==> config.mk <==
export PLATFORM = sky130hd
export DESIGN_NAME = value_precede_propagator
export DESIGN_NICKNAME = d
export VERILOG_FILES = /design/src/rtl/vpp_pkg.sv /design/src/rtl/value_precede_propagator.sv
export SDC_FILE = /design/constraint.sdc
export NUM_CORES = 1
export LEC_CHECK = 0
export BUFFER_PORTS_ARGS = -buffer_cell sky130_fd_sc_hd__buf_2
export CORE_ASPECT_RATIO = 0.6
export CORE_MARGIN = 4
export CORE_UTILIZATION = 51
export CTS_CLUSTER_DIAMETER = 200
export DETAILED_ROUTE_END_ITERATION = 8
export PLACE_DENSITY = 0.76
export SLEW_MARGIN = 40
export SYNTH_ARGS = -nofsm -noshare
export SYNTH_HDL_FRONTEND = slang
export SYNTH_SLANG_ARGS = --single-unit
==> constraint.sdc <==
create_clock -name clock -period 4.5 [get_ports clock]
set_clock_uncertainty 0.1 [all_clocks]
set_input_delay 0.9 -clock clock [delete_from_list [all_inputs] [get_ports clock]]
set_output_delay 0.9 -clock clock [all_outputs]
set_load 0.05 [all_outputs]
==> src/rtl/vpp_pkg.sv <==
// Shared constants and scan-state type for the value-precedence propagator.
`default_nettype none

package vpp_pkg;

   // Sequence length limit and derived widths
   localparam int MAX_VARS = 256;
   localparam int POS_W    = $clog2(MAX_VARS + 1);
   localparam int IDX_W    = (MAX_VARS > 1) ? $clog2(MAX_VARS) : 1;

   // Fixed field widths
   localparam int STATUS_W = 2;
   localparam int STRIP_W  = 9;
   localparam int FIDX_W   = 8;
   localparam int DATA_W   = 32;
   localparam int ADDR_W   = 4;
   localparam int REGSEL_W = 2;

   // Verdict codes
   localparam logic [STATUS_W-1:0] STATUS_OK       = 2'd0;
   localparam logic [STATUS_W-1:0] STATUS_CONTRA   = 2'd1;
   localparam logic [STATUS_W-1:0] STATUS_ENTAILED = 2'd2;

   // Register indexes (byte address = 4 * index)
   localparam logic [REGSEL_W-1:0] REG_VALUE_S     = 2'd0;
   localparam logic [REGSEL_W-1:0] REG_VALUE_T     = 2'd1;
   localparam logic [REGSEL_W-1:0] REG_DIRECT_MODE = 2'd2;

   // Running scan state for one sequence
   typedef struct packed {
      logic [POS_W-1:0] position;
      logic             first_s_found;
      logic [IDX_W-1:0] first_s_index;
      logic             first_s_is_fixed;
      logic             first_fixed_t_found;
      logic [IDX_W-1:0] first_fixed_t_index;
      logic             t_seen_before_gamma;
      logic [1:0]       s_support_count;
      logic             strip_happened;
      logic             strip_failed;
   } scan_state_type;

endpackage

`default_nettype wire

==> src/rtl/value_precede_propagator.sv <==
// Value-precedence propagator: streaming scan with one verdict per sequence.
`default_nettype none

// Channel   | Handshake                  | Payload
// ----------+----------------------------+-------------------------------------------
// req       | req_valid / req_ready      | has_s, has_t, fixed_s, fixed_t, last_var
// rsp       | rsp_valid / rsp_ready      | status, strip_count, force_valid,
//           |                            | force_index, changed
// csr (APB) | psel, penable, pwrite      | paddr, pwdata, prdata (pready tied high)
//
// One variable per cycle while req_ready is high: each transaction updates the scan registers with a
// few gates; the item carrying last_var also loads the verdict register.
// The verdict appears on rsp in the cycle after its last item is accepted.
// Reset clears the scan state and loads value_s = 0, value_t = 1, direct_mode = 0.
// req_ready drops only while a verdict sits unclaimed in the output register.
module value_precede_propagator
   import vpp_pkg::*;
(
   input  wire                 clock,
   input  wire                 reset,

   input  wire                 req_valid,
   output logic                req_ready,
   input  wire                 req_has_s,
   input  wire                 req_has_t,
   input  wire                 req_fixed_s,
   input  wire                 req_fixed_t,
   input  wire                 req_last_var,

   output logic                rsp_valid,
   input  wire                 rsp_ready,
   output logic [STATUS_W-1:0] rsp_status,
   output logic [STRIP_W-1:0]  rsp_strip_count,
   output logic                rsp_force_valid,
   output logic [FIDX_W-1:0]   rsp_force_index,
   output logic                rsp_changed,

   input  wire                 psel,
   input  wire                 penable,
   input  wire                 pwrite,
   input  wire  [ADDR_W-1:0]   paddr,
   input  wire  [DATA_W-1:0]   pwdata,
   output logic [DATA_W-1:0]   prdata,
   output logic                pready
);

   // ---------------- configuration registers ----------------
   logic [DATA_W-1:0]   value_s_ff, value_s_in;
   logic [DATA_W-1:0]   value_t_ff, value_t_in;
   logic                direct_mode_ff, direct_mode_in;
   logic                csr_write;
   logic [REGSEL_W-1:0] csr_sel;

   assign pready    = 1'b1;
   assign csr_write = psel && penable && pwrite && pready;
   assign csr_sel   = paddr[ADDR_W-1:2];

   always_comb begin
      value_s_in     = value_s_ff;
      value_t_in     = value_t_ff;
      direct_mode_in = direct_mode_ff;
      if (csr_write) begin
         unique case (csr_sel)
            REG_VALUE_S:     value_s_in     = pwdata;
            REG_VALUE_T:     value_t_in     = pwdata;
            REG_DIRECT_MODE: direct_mode_in = pwdata[0];
            default: ;
         endcase
      end
   end

   always_comb begin
      unique case (csr_sel)
         REG_VALUE_S:     prdata = value_s_ff;
         REG_VALUE_T:     prdata = value_t_ff;
         REG_DIRECT_MODE: prdata = {{(DATA_W-1){1'b0}}, direct_mode_ff};
         default:         prdata = '0;
      endcase
   end

   always_ff @(posedge clock) begin
      if (reset) begin
         value_s_ff     <= '0;
         value_t_ff     <= {{(DATA_W-1){1'b0}}, 1'b1};
         direct_mode_ff <= 1'b0;
      end else begin
         value_s_ff     <= value_s_in;
         value_t_ff     <= value_t_in;
         direct_mode_ff <= direct_mode_in;
      end
   end

   // ---------------- scan state ----------------
   scan_state_type st_ff, st_in, upd;
   logic           req_fire;
   logic           same;
   logic           in_range;
   logic [IDX_W-1:0] idx;
   logic           fs, ft, hs, ht;

   // A new transaction may enter whenever the verdict slot is free or draining.
   assign req_ready = !rsp_valid || rsp_ready;
   assign req_fire  = req_valid && req_ready;
   assign same      = (value_s_ff == value_t_ff);
   assign in_range  = (st_ff.position < POS_W'(MAX_VARS));
   assign idx       = st_ff.position[IDX_W-1:0];

   // Normalize flags: fixed implies present; with s == t both values merge.
   always_comb begin
      fs = req_fixed_s;
      ft = req_fixed_t;
      hs = req_has_s || req_fixed_s;
      ht = req_has_t || req_fixed_t;
      if (same) begin
         fs = req_fixed_s || req_fixed_t;
         ft = fs;
         hs = req_has_s || req_has_t || req_fixed_s || req_fixed_t;
         ht = hs;
      end
   end

   always_comb begin
      upd = st_ff;
      if (in_range) begin
         // Strip range: everything up to and including alpha.
         if (!st_ff.first_s_found) begin
            if (ht) upd.strip_happened = 1'b1;
            if (ft) upd.strip_failed   = 1'b1;
            if (hs) begin
               upd.first_s_found    = 1'b1;
               upd.first_s_index    = idx;
               upd.first_s_is_fixed = fs;
            end
         end
         // Region before gamma: count s supports (saturating at two).
         if (!st_ff.first_fixed_t_found) begin
            if (ht) upd.t_seen_before_gamma = 1'b1;
            if (ft) begin
               upd.first_fixed_t_found = 1'b1;
               upd.first_fixed_t_index = idx;
            end else if (hs && (st_ff.s_support_count < 2'd2)) begin
               upd.s_support_count = st_ff.s_support_count + 2'd1;
            end
         end
         upd.position = st_ff.position + POS_W'(1);
      end
   end

   always_comb begin
      st_in = st_ff;
      if (req_fire) begin
         st_in = req_last_var ? '0 : upd;
      end
   end

   always_ff @(posedge clock) begin
      if (reset) begin
         st_ff <= '0;
      end else begin
         st_ff <= st_in;
      end
   end

   // ---------------- verdict ----------------
   logic [STATUS_W-1:0] v_status;
   logic [STRIP_W-1:0]  v_strip;
   logic                v_fvalid;
   logic [FIDX_W-1:0]   v_findex;
   logic                v_changed;
   logic [STRIP_W-1:0]  n_vars;
   logic [STRIP_W-1:0]  alpha_plus_one;

   assign n_vars         = STRIP_W'(upd.position);
   assign alpha_plus_one = STRIP_W'(upd.first_s_index) + STRIP_W'(1);

   always_comb begin
      v_status  = STATUS_OK;
      v_strip   = '0;
      v_fvalid  = 1'b0;
      v_findex  = '0;
      v_changed = 1'b0;
      if (same) begin
         // s == t: s goes from every variable.
         if (direct_mode_ff && upd.first_fixed_t_found) begin
            v_status = STATUS_CONTRA;
         end else begin
            v_status  = direct_mode_ff ? STATUS_OK : STATUS_ENTAILED;
            v_strip   = n_vars;
            v_changed = upd.first_s_found;
         end
      end else if (direct_mode_ff && upd.strip_failed) begin
         v_status = STATUS_CONTRA;
      end else begin
         v_strip   = upd.first_s_found ? alpha_plus_one : n_vars;
         v_changed = upd.strip_happened;
         priority if (!direct_mode_ff && upd.first_s_found && upd.first_s_is_fixed) begin
            v_status = STATUS_ENTAILED;
         end else if (!direct_mode_ff && !upd.first_fixed_t_found
                      && !upd.t_seen_before_gamma) begin
            v_status = STATUS_ENTAILED;
         end else if (upd.first_fixed_t_found) begin
            // gamma must come after alpha; a lone support before gamma is forced.
            if (!upd.first_s_found
                || (upd.first_s_index >= upd.first_fixed_t_index)) begin
               v_status = STATUS_CONTRA;
            end else if ((upd.s_support_count == 2'd1) && !upd.first_s_is_fixed) begin
               v_fvalid  = 1'b1;
               v_findex  = FIDX_W'(upd.first_s_index);
               v_changed = 1'b1;
            end
         end else begin
            v_status = STATUS_OK;
         end
      end
      if (v_status == STATUS_CONTRA) begin
         v_strip   = '0;
         v_fvalid  = 1'b0;
         v_findex  = '0;
         v_changed = 1'b0;
      end
   end

   // ---------------- output register ----------------
   logic                rsp_valid_ff, rsp_valid_in;
   logic [STATUS_W-1:0] rsp_status_ff, rsp_status_in;
   logic [STRIP_W-1:0]  rsp_strip_ff, rsp_strip_in;
   logic                rsp_fvalid_ff, rsp_fvalid_in;
   logic [FIDX_W-1:0]   rsp_findex_ff, rsp_findex_in;
   logic                rsp_changed_ff, rsp_changed_in;
   logic                load_verdict;

   assign load_verdict = req_fire && req_last_var;

   always_comb begin
      rsp_valid_in   = rsp_valid_ff;
      rsp_status_in  = rsp_status_ff;
      rsp_strip_in   = rsp_strip_ff;
      rsp_fvalid_in  = rsp_fvalid_ff;
      rsp_findex_in  = rsp_findex_ff;
      rsp_changed_in = rsp_changed_ff;
      if (rsp_valid_ff && rsp_ready) rsp_valid_in = 1'b0;
      if (load_verdict) begin
         rsp_valid_in   = 1'b1;
         rsp_status_in  = v_status;
         rsp_strip_in   = v_strip;
         rsp_fvalid_in  = v_fvalid;
         rsp_findex_in  = v_findex;
         rsp_changed_in = v_changed;
      end
   end

   always_ff @(posedge clock) begin
      if (reset) begin
         rsp_valid_ff <= 1'b0;
      end else begin
         rsp_valid_ff <= rsp_valid_in;
      end
   end

   always_ff @(posedge clock) begin
      rsp_status_ff  <= rsp_status_in;
      rsp_strip_ff   <= rsp_strip_in;
      rsp_fvalid_ff  <= rsp_fvalid_in;
      rsp_findex_ff  <= rsp_findex_in;
      rsp_changed_ff <= rsp_changed_in;
   end

   assign rsp_valid       = rsp_valid_ff;
   assign rsp_status      = rsp_status_ff;
   assign rsp_strip_count = rsp_strip_ff;
   assign rsp_force_valid = rsp_fvalid_ff;
   assign rsp_force_index = rsp_findex_ff;
   assign rsp_changed     = rsp_changed_ff;

`ifndef SYNTHESIS
   a_contra_clean: assert property (@(posedge clock) disable iff (reset)
      rsp_valid && (rsp_status == STATUS_CONTRA) |->
         (rsp_strip_count == '0) && !rsp_force_valid && !rsp_changed)
      else $error("contradiction verdict carries nonzero payload");

   a_force_ok: assert property (@(posedge clock) disable iff (reset)
      rsp_valid && rsp_force_valid |-> rsp_changed && (rsp_status == STATUS_OK))
      else $error("forced assignment without ok status or change flag");

   a_last_gives_verdict: assert property (@(posedge clock) disable iff (reset)
      req_valid && req_ready && req_last_var |=> rsp_valid && (st_ff.position == '0))
      else $error("closing transaction did not produce verdict or clear scan");

   a_strip_bound: assert property (@(posedge clock) disable iff (reset)
      rsp_valid |-> (rsp_strip_count <= STRIP_W'(MAX_VARS)))
      else $error("strip count beyond sequence limit");

   a_position_bound: assert property (@(posedge clock) disable iff (reset)
      st_ff.position <= POS_W'(MAX_VARS))
      else $error("position counter overran");
`endif

endmodule

`default_nettype wire

After elaboration in Yosys (flattened, before gate mapping) --
Index checks and enable logic that the tools add are counted.
Operators by class: $add $sub $neg 3, $lt $le $gt $ge 3, eq/ne operators 5, muxes and demuxes 40, bitwise logic cells 2, reductions and logical operators 34
Operator list (number):
- case mux 32 bit (3 select lines) | 1
- 2-to-1 mux 33 bit | 2
- 2-to-1 mux 9 bit | 5
- equality test 32 bit | 1
- 2-to-1 mux 10 bit | 2
- 2-to-1 mux 2 bit | 10
- 2-to-1 mux 1 bit | 19
- logical AND 1 bit | 13
- 2-to-1 mux 12 bit | 1
- adder 8 x 1 -> 9 bit (second input constant) | 1
- adder 9 x 1 -> 9 bit (second input constant) | 1
- < comparator 9 bit (second input constant) | 1
- greater-or-equal comparator 8 bit | 1
- logical OR 1 bit | 8
- OR reduction 8 bit | 1
- OR reduction 7 bit | 1
- equality test 2 x 1 -> 1 bit (second input constant) | 3
- logical NOT 1 bit | 6
- AND reduction 2 bit | 3
- adder 2 x 1 -> 2 bit (second input constant) | 1
- equality test 2 bit (second input constant) | 1
- logical NOT 2 bit | 1
- < comparator 2 bit (second input constant) | 1
- inverter 1 bit | 2
- nonzero test 2 bit | 1
Word-level totals: flip-flop bits (word level) 120, input bits 48, output and inout bits 56, word-level logic and storage cells 106

Depth between registers and ports, before layout --
depth in word-level cells 19, mapped depth 17, mapped depth without buffers 15

Least setup slack after synthesis --
No wires, ideal clock.
kind input port to flip-flop, start input req_has_t, end register rsp_findex_ff[2], in the netlist rsp_force_index[2] (data pin), setup time 0.135 ns, data arrival time 4.116 ns, data required time 4.265 ns, setup slack 0.149 ns, cell stages on the path 16, buffers on the path 2, cell sequence nor2_1 -> nor3_1 -> a31oi_2 -> clkbuf_1 -> mux2_2 -> inv_1 -> ha_1 -> nand2b_1 -> a21o_1 -> a21oi_1 -> o211ai_1 -> a21oi_1 -> nand4bb_1 -> or4_1 -> buf_2 -> nor2b_2
RTL lines:
- start: declaration | line value_precede_propagator.sv:25 | input wire req_has_t,
- end signal: assignment | line value_precede_propagator.sv:264 | rsp_findex_ff <= rsp_findex_in;
- end: declaration | line value_precede_propagator.sv:228 | logic [FIDX_W-1:0] rsp_findex_ff, rsp_findex_in;

Final worst setup path --
start register value_s_ff[8], end register rsp_findex_ff[5], in the netlist rsp_force_index[5] (data pin)
Between the ends: word-level cells in the longest chain between the ends 15, elaborated cells on any way between the ends 41, those cells by class order compare: 1; eq/ne: 3; mux: 21; bitwise: 2; reduce/logical: 14
RTL lines:
- start: declaration | line value_precede_propagator.sv:48 | logic [DATA_W-1:0] value_s_ff, value_s_in;
- start signal: assignment | line value_precede_propagator.sv:87 | value_s_ff <= value_s_in;
- equality test 32 bit * | line value_precede_propagator.sv:104 | assign same = (value_s_ff == value_t_ff);
- 2-to-1 mux 1 bit | line value_precede_propagator.sv:114 | if (same) begin
- 2-to-1 mux 10 bit / 2-to-1 mux 9 bit (equally long branches) | line value_precede_propagator.sv:129, value_precede_propagator.sv:138
- 2-to-1 mux 10 bit / 2-to-1 mux 12 bit (equally long branches) | line value_precede_propagator.sv:126, value_precede_propagator.sv:136
- 2-to-1 mux 33 bit | line value_precede_propagator.sv:124 | if (in_range) begin
- greater-or-equal comparator 8 bit / logical NOT 1 bit (equally long branches) | line value_precede_propagator.sv:204, value_precede_propagator.sv:203
- logical OR 1 bit | line value_precede_propagator.sv:204 | || (upd.first_s_index >= upd.first_fixed_t_index)) begin
- 2-to-1 mux 1 bit | line value_precede_propagator.sv:203 | if (!upd.first_s_found
- 2-to-1 mux 2 bit | line value_precede_propagator.sv:201 | end else if (upd.first_fixed_t_found) begin
- 2-to-1 mux 2 bit | line value_precede_propagator.sv:198 | end else if (!direct_mode_ff && !upd.first_fixed_t_found
- 2-to-1 mux 2 bit | line value_precede_propagator.sv:196 | priority if (!direct_mode_ff && upd.first_s_found && upd.first_s_is_fixed) begin
- 2-to-1 mux 2 bit | line value_precede_propagator.sv:191 | end else if (direct_mode_ff && upd.strip_failed) begin
- 2-to-1 mux 2 bit | line value_precede_propagator.sv:182 | if (same) begin
- equality test 2 x 1 -> 1 bit | line value_precede_propagator.sv:215 | if (v_status == STATUS_CONTRA) begin
- OR reduction 8 bit (no line)
Every way passes the cells marked *; elsewhere a longest branch is shown, timed or not. A chain may end at the register's enable or synchronous reset.

==> qor.csv <==
metric;value;unit
run status;completed;
CTS Buffer Depth;2;
Clock Sinks;120;
largest net degree at the start of global routing;38;
minimum clock period;4.28;ns
RePlAce Congestion;0.971;
Peak VDD IR;0.000272;V
DR vias;5614;
async set-reset flop share out of synthesis;0;%
DP Wirelength;12400;µm
DP Cell Count;971;
most common cell after layout, fill and taps aside;nand2_1;
grt ovf;0;
final wirelength;17400;µm
Initial DRC Count;741;
final instance area;0.00748;mm²
share of cells above drive strength 1;21.5;%
Worst EP required;4.67;ns
final max-slew violation count;0;
critical path class;flip-flop to flip-flop;
setup_tns;0;ns
Arr. time, crit path;4.45;ns
standard-cell rows;30;
Worst-path clk slew;0.06;ns
fill cell count;930;
Post-DRT Antenna Nets;0;
# IOs;104;
TritonCTS clock tree;yes;
Starting Density;53.2;%
antenna cells;0;
Netlist Area Pre-Place;0.00613;mm²
top area cells in the synthesized netlist;dfxtp_1, edfxtp_1, nand2_1;
clock root buffer;clkbuf_16;
Post-DP Area;0.00683;mm²
Die H;92.9;µm
DR WL/cell;17.3;µm
area of the core;0.0115;mm²
max cap viols;0;
hold buffer count at cts;0;
RSZ-0062 raised after global routing;false;
vias per std cell;5.60;
total power;2.87;mW
H-tree Lvls;4;
Slew HR;52.6;%
PD cells;383;mW/mm²
crit path max fanout;9;
post-synth top area share;32.3;%
drt first pass iters;7;
Overall Global Routing Usage;25.3;%
Final #Nets;888;
syn_nets;794;
EDFF count, synth;21;
top cell type by total area after synthesis;dfxtp_1;
area grow syn2layout;22.0;%
number of global-route vias before repair;5286;
Seq cells post-synth;120;
synth warn;0;
first-pass GRT wire length;27400;µm
DIE WIDTH;150;µm
Hold WC Path Type;flip-flop to flip-flop;
DRC viols;0;
Syn Area/Cell;8.33;µm²
antenna violations before repair;0;
Pleak;2.95;nW
fin cells;1003;
sequential share of the synthesized area;42.6;%
Cells after Synth;736;
clock latency on the worst-skew pair;0.42;ns
Final Hold Fails;0;
most frequent cells in the layout;nand2_1, buf_2, dfxtp_1;
Worst Tran Pin Value;0.711;ns
buffers added on ports;100;
Setup crit start kind;flip-flop;
TritonCTS Buffers;17;
die area;0.0139;mm²
Crit. End Element;flip-flop;
Synth Flop Type;dfxtp_1;
count of final setup violators;0;
Synth cell types;54;
postcts setup bufs;0;
Fmax;233;MHz
final worst path period share;95.2;%
-- stage by stage --
stage	hold WS, ns	utilization [%]	worst slack [ns]
floorplan	0.341	-	0.149
global placement	0.363	59.2	0.157
detailed placement	0.366	59.3	0.0587
CTS	0.379	64.8	0.184
global route	0.403	65.0	0.0229
finish	0.383	65.0	0.217
-- cells by family after synthesis --
family	share of synthesized area [%]
multiplexers	8.77
AND/OR/NAND/NOR	21.2
XOR/XNOR	6.85
other	0.0611
adder cells (fa/ha/maj)	2.04
buffers and inverters	3.81
AO/OA/AOI/OAI	14.7
flip-flops	42.6
-- report_power, final --
part	switching [mW]	internal (mW)
registers	0.0157	1.12
clock network	0.515	0.938
logic	0.185	0.0949
total	0.716	2.15
-- final timing paths --
check / start / cells past startpoint / slack [ns] / to
worst min-delay path: st_ff[0]$_SDFFE_PP0P_ / 1 / 0.38 / st_ff[0]$_SDFFE_PP0P_
worst min register to register: st_ff[0]$_SDFFE_PP0P_ / 1 / 0.38 / st_ff[0]$_SDFFE_PP0P_
worst max-delay path: value_s_ff[8]$_SDFFE_PP0P_ / 17 / 0.22 / rsp_force_index[5]$_SDFFCE_PP0P_
worst max register to register: value_s_ff[8]$_SDFFE_PP0P_ / 17 / 0.22 / rsp_force_index[5]$_SDFFCE_PP0P_
-- registers in the layout (all words and copies together), names as in the netlist --
| register | flops |
|---|---|
| idx | 8 |
| value_t_ff | 32 |
| rsp_valid | 1 |
| rsp_strip_count | 9 |
| rsp_force_index | 8 |
| direct_mode_ff | 1 |
| st_ff | 25 |
| rsp_changed | 1 |
| rsp_status | 2 |
| value_s_ff | 32 |
| rsp_force_valid | 1 |
-- critical path: stages (launching register included) --
cell and delay [ns]:
dfxtp_1 0.33, xnor2_1 0.34, nand4_1 0.24, nor4_4 0.31, a31oi_1 0.16, nor3_2 0.17
buf_4 0.24, mux2i_2 0.36, ha_1 0.29, a21o_1 0.15, a21oi_1 0.15, o211ai_1 0.09
a21oi_1 0.20, buf_4 0.15, nand4bb_1 0.12, or4_1 0.42, buf_4 0.19, nor2_1 0.11
-- metal layers --
layer / GRT usage (%) / vias up / wire, µm
met4: 5.79 / 0 / 149
met1: 38.5 / 2610 / 8230
met3: 7.24 / 18 / 1880
li1: - / 2706 / -
met2: 35.0 / 280 / 7110
met5: 0 / - / 0
-- timing repair --
| item | 4_1_cts | 5_1_grt |
|---|---|---|
| resized for setup | 0 | 3 |
| endpoints found under the setup margin | 0 | 8 |
| hold endpoints to repair | 0 | 0 |
-- Yosys cell counts (all sizes together) (6+ instances only) --
cell,instances
nor3,9
o21ai,17
inv,13
nor2b,7
a21oi,81
dfxtp,99
nand4,8
edfxtp,21
mux2i,47
nor2,92
xnor2,43
a22oi,14
ha,10
nand2,144
clkbuf,45
a2bb2oi,7
nand3,10
mux2,6
-- layout make-up --
cell class	count	area, µm²	area share [%]
multi-input combinational	555	3310	44.2
timing repair buffer	123	673	8.99
sequential	120	2610	34.9
clock inverter	12	163	2.17
tap	160	200	2.67
inverter	13	48.8	0.652
clock buffer	20	478	6.39
(Power assumes the default switching activity.)
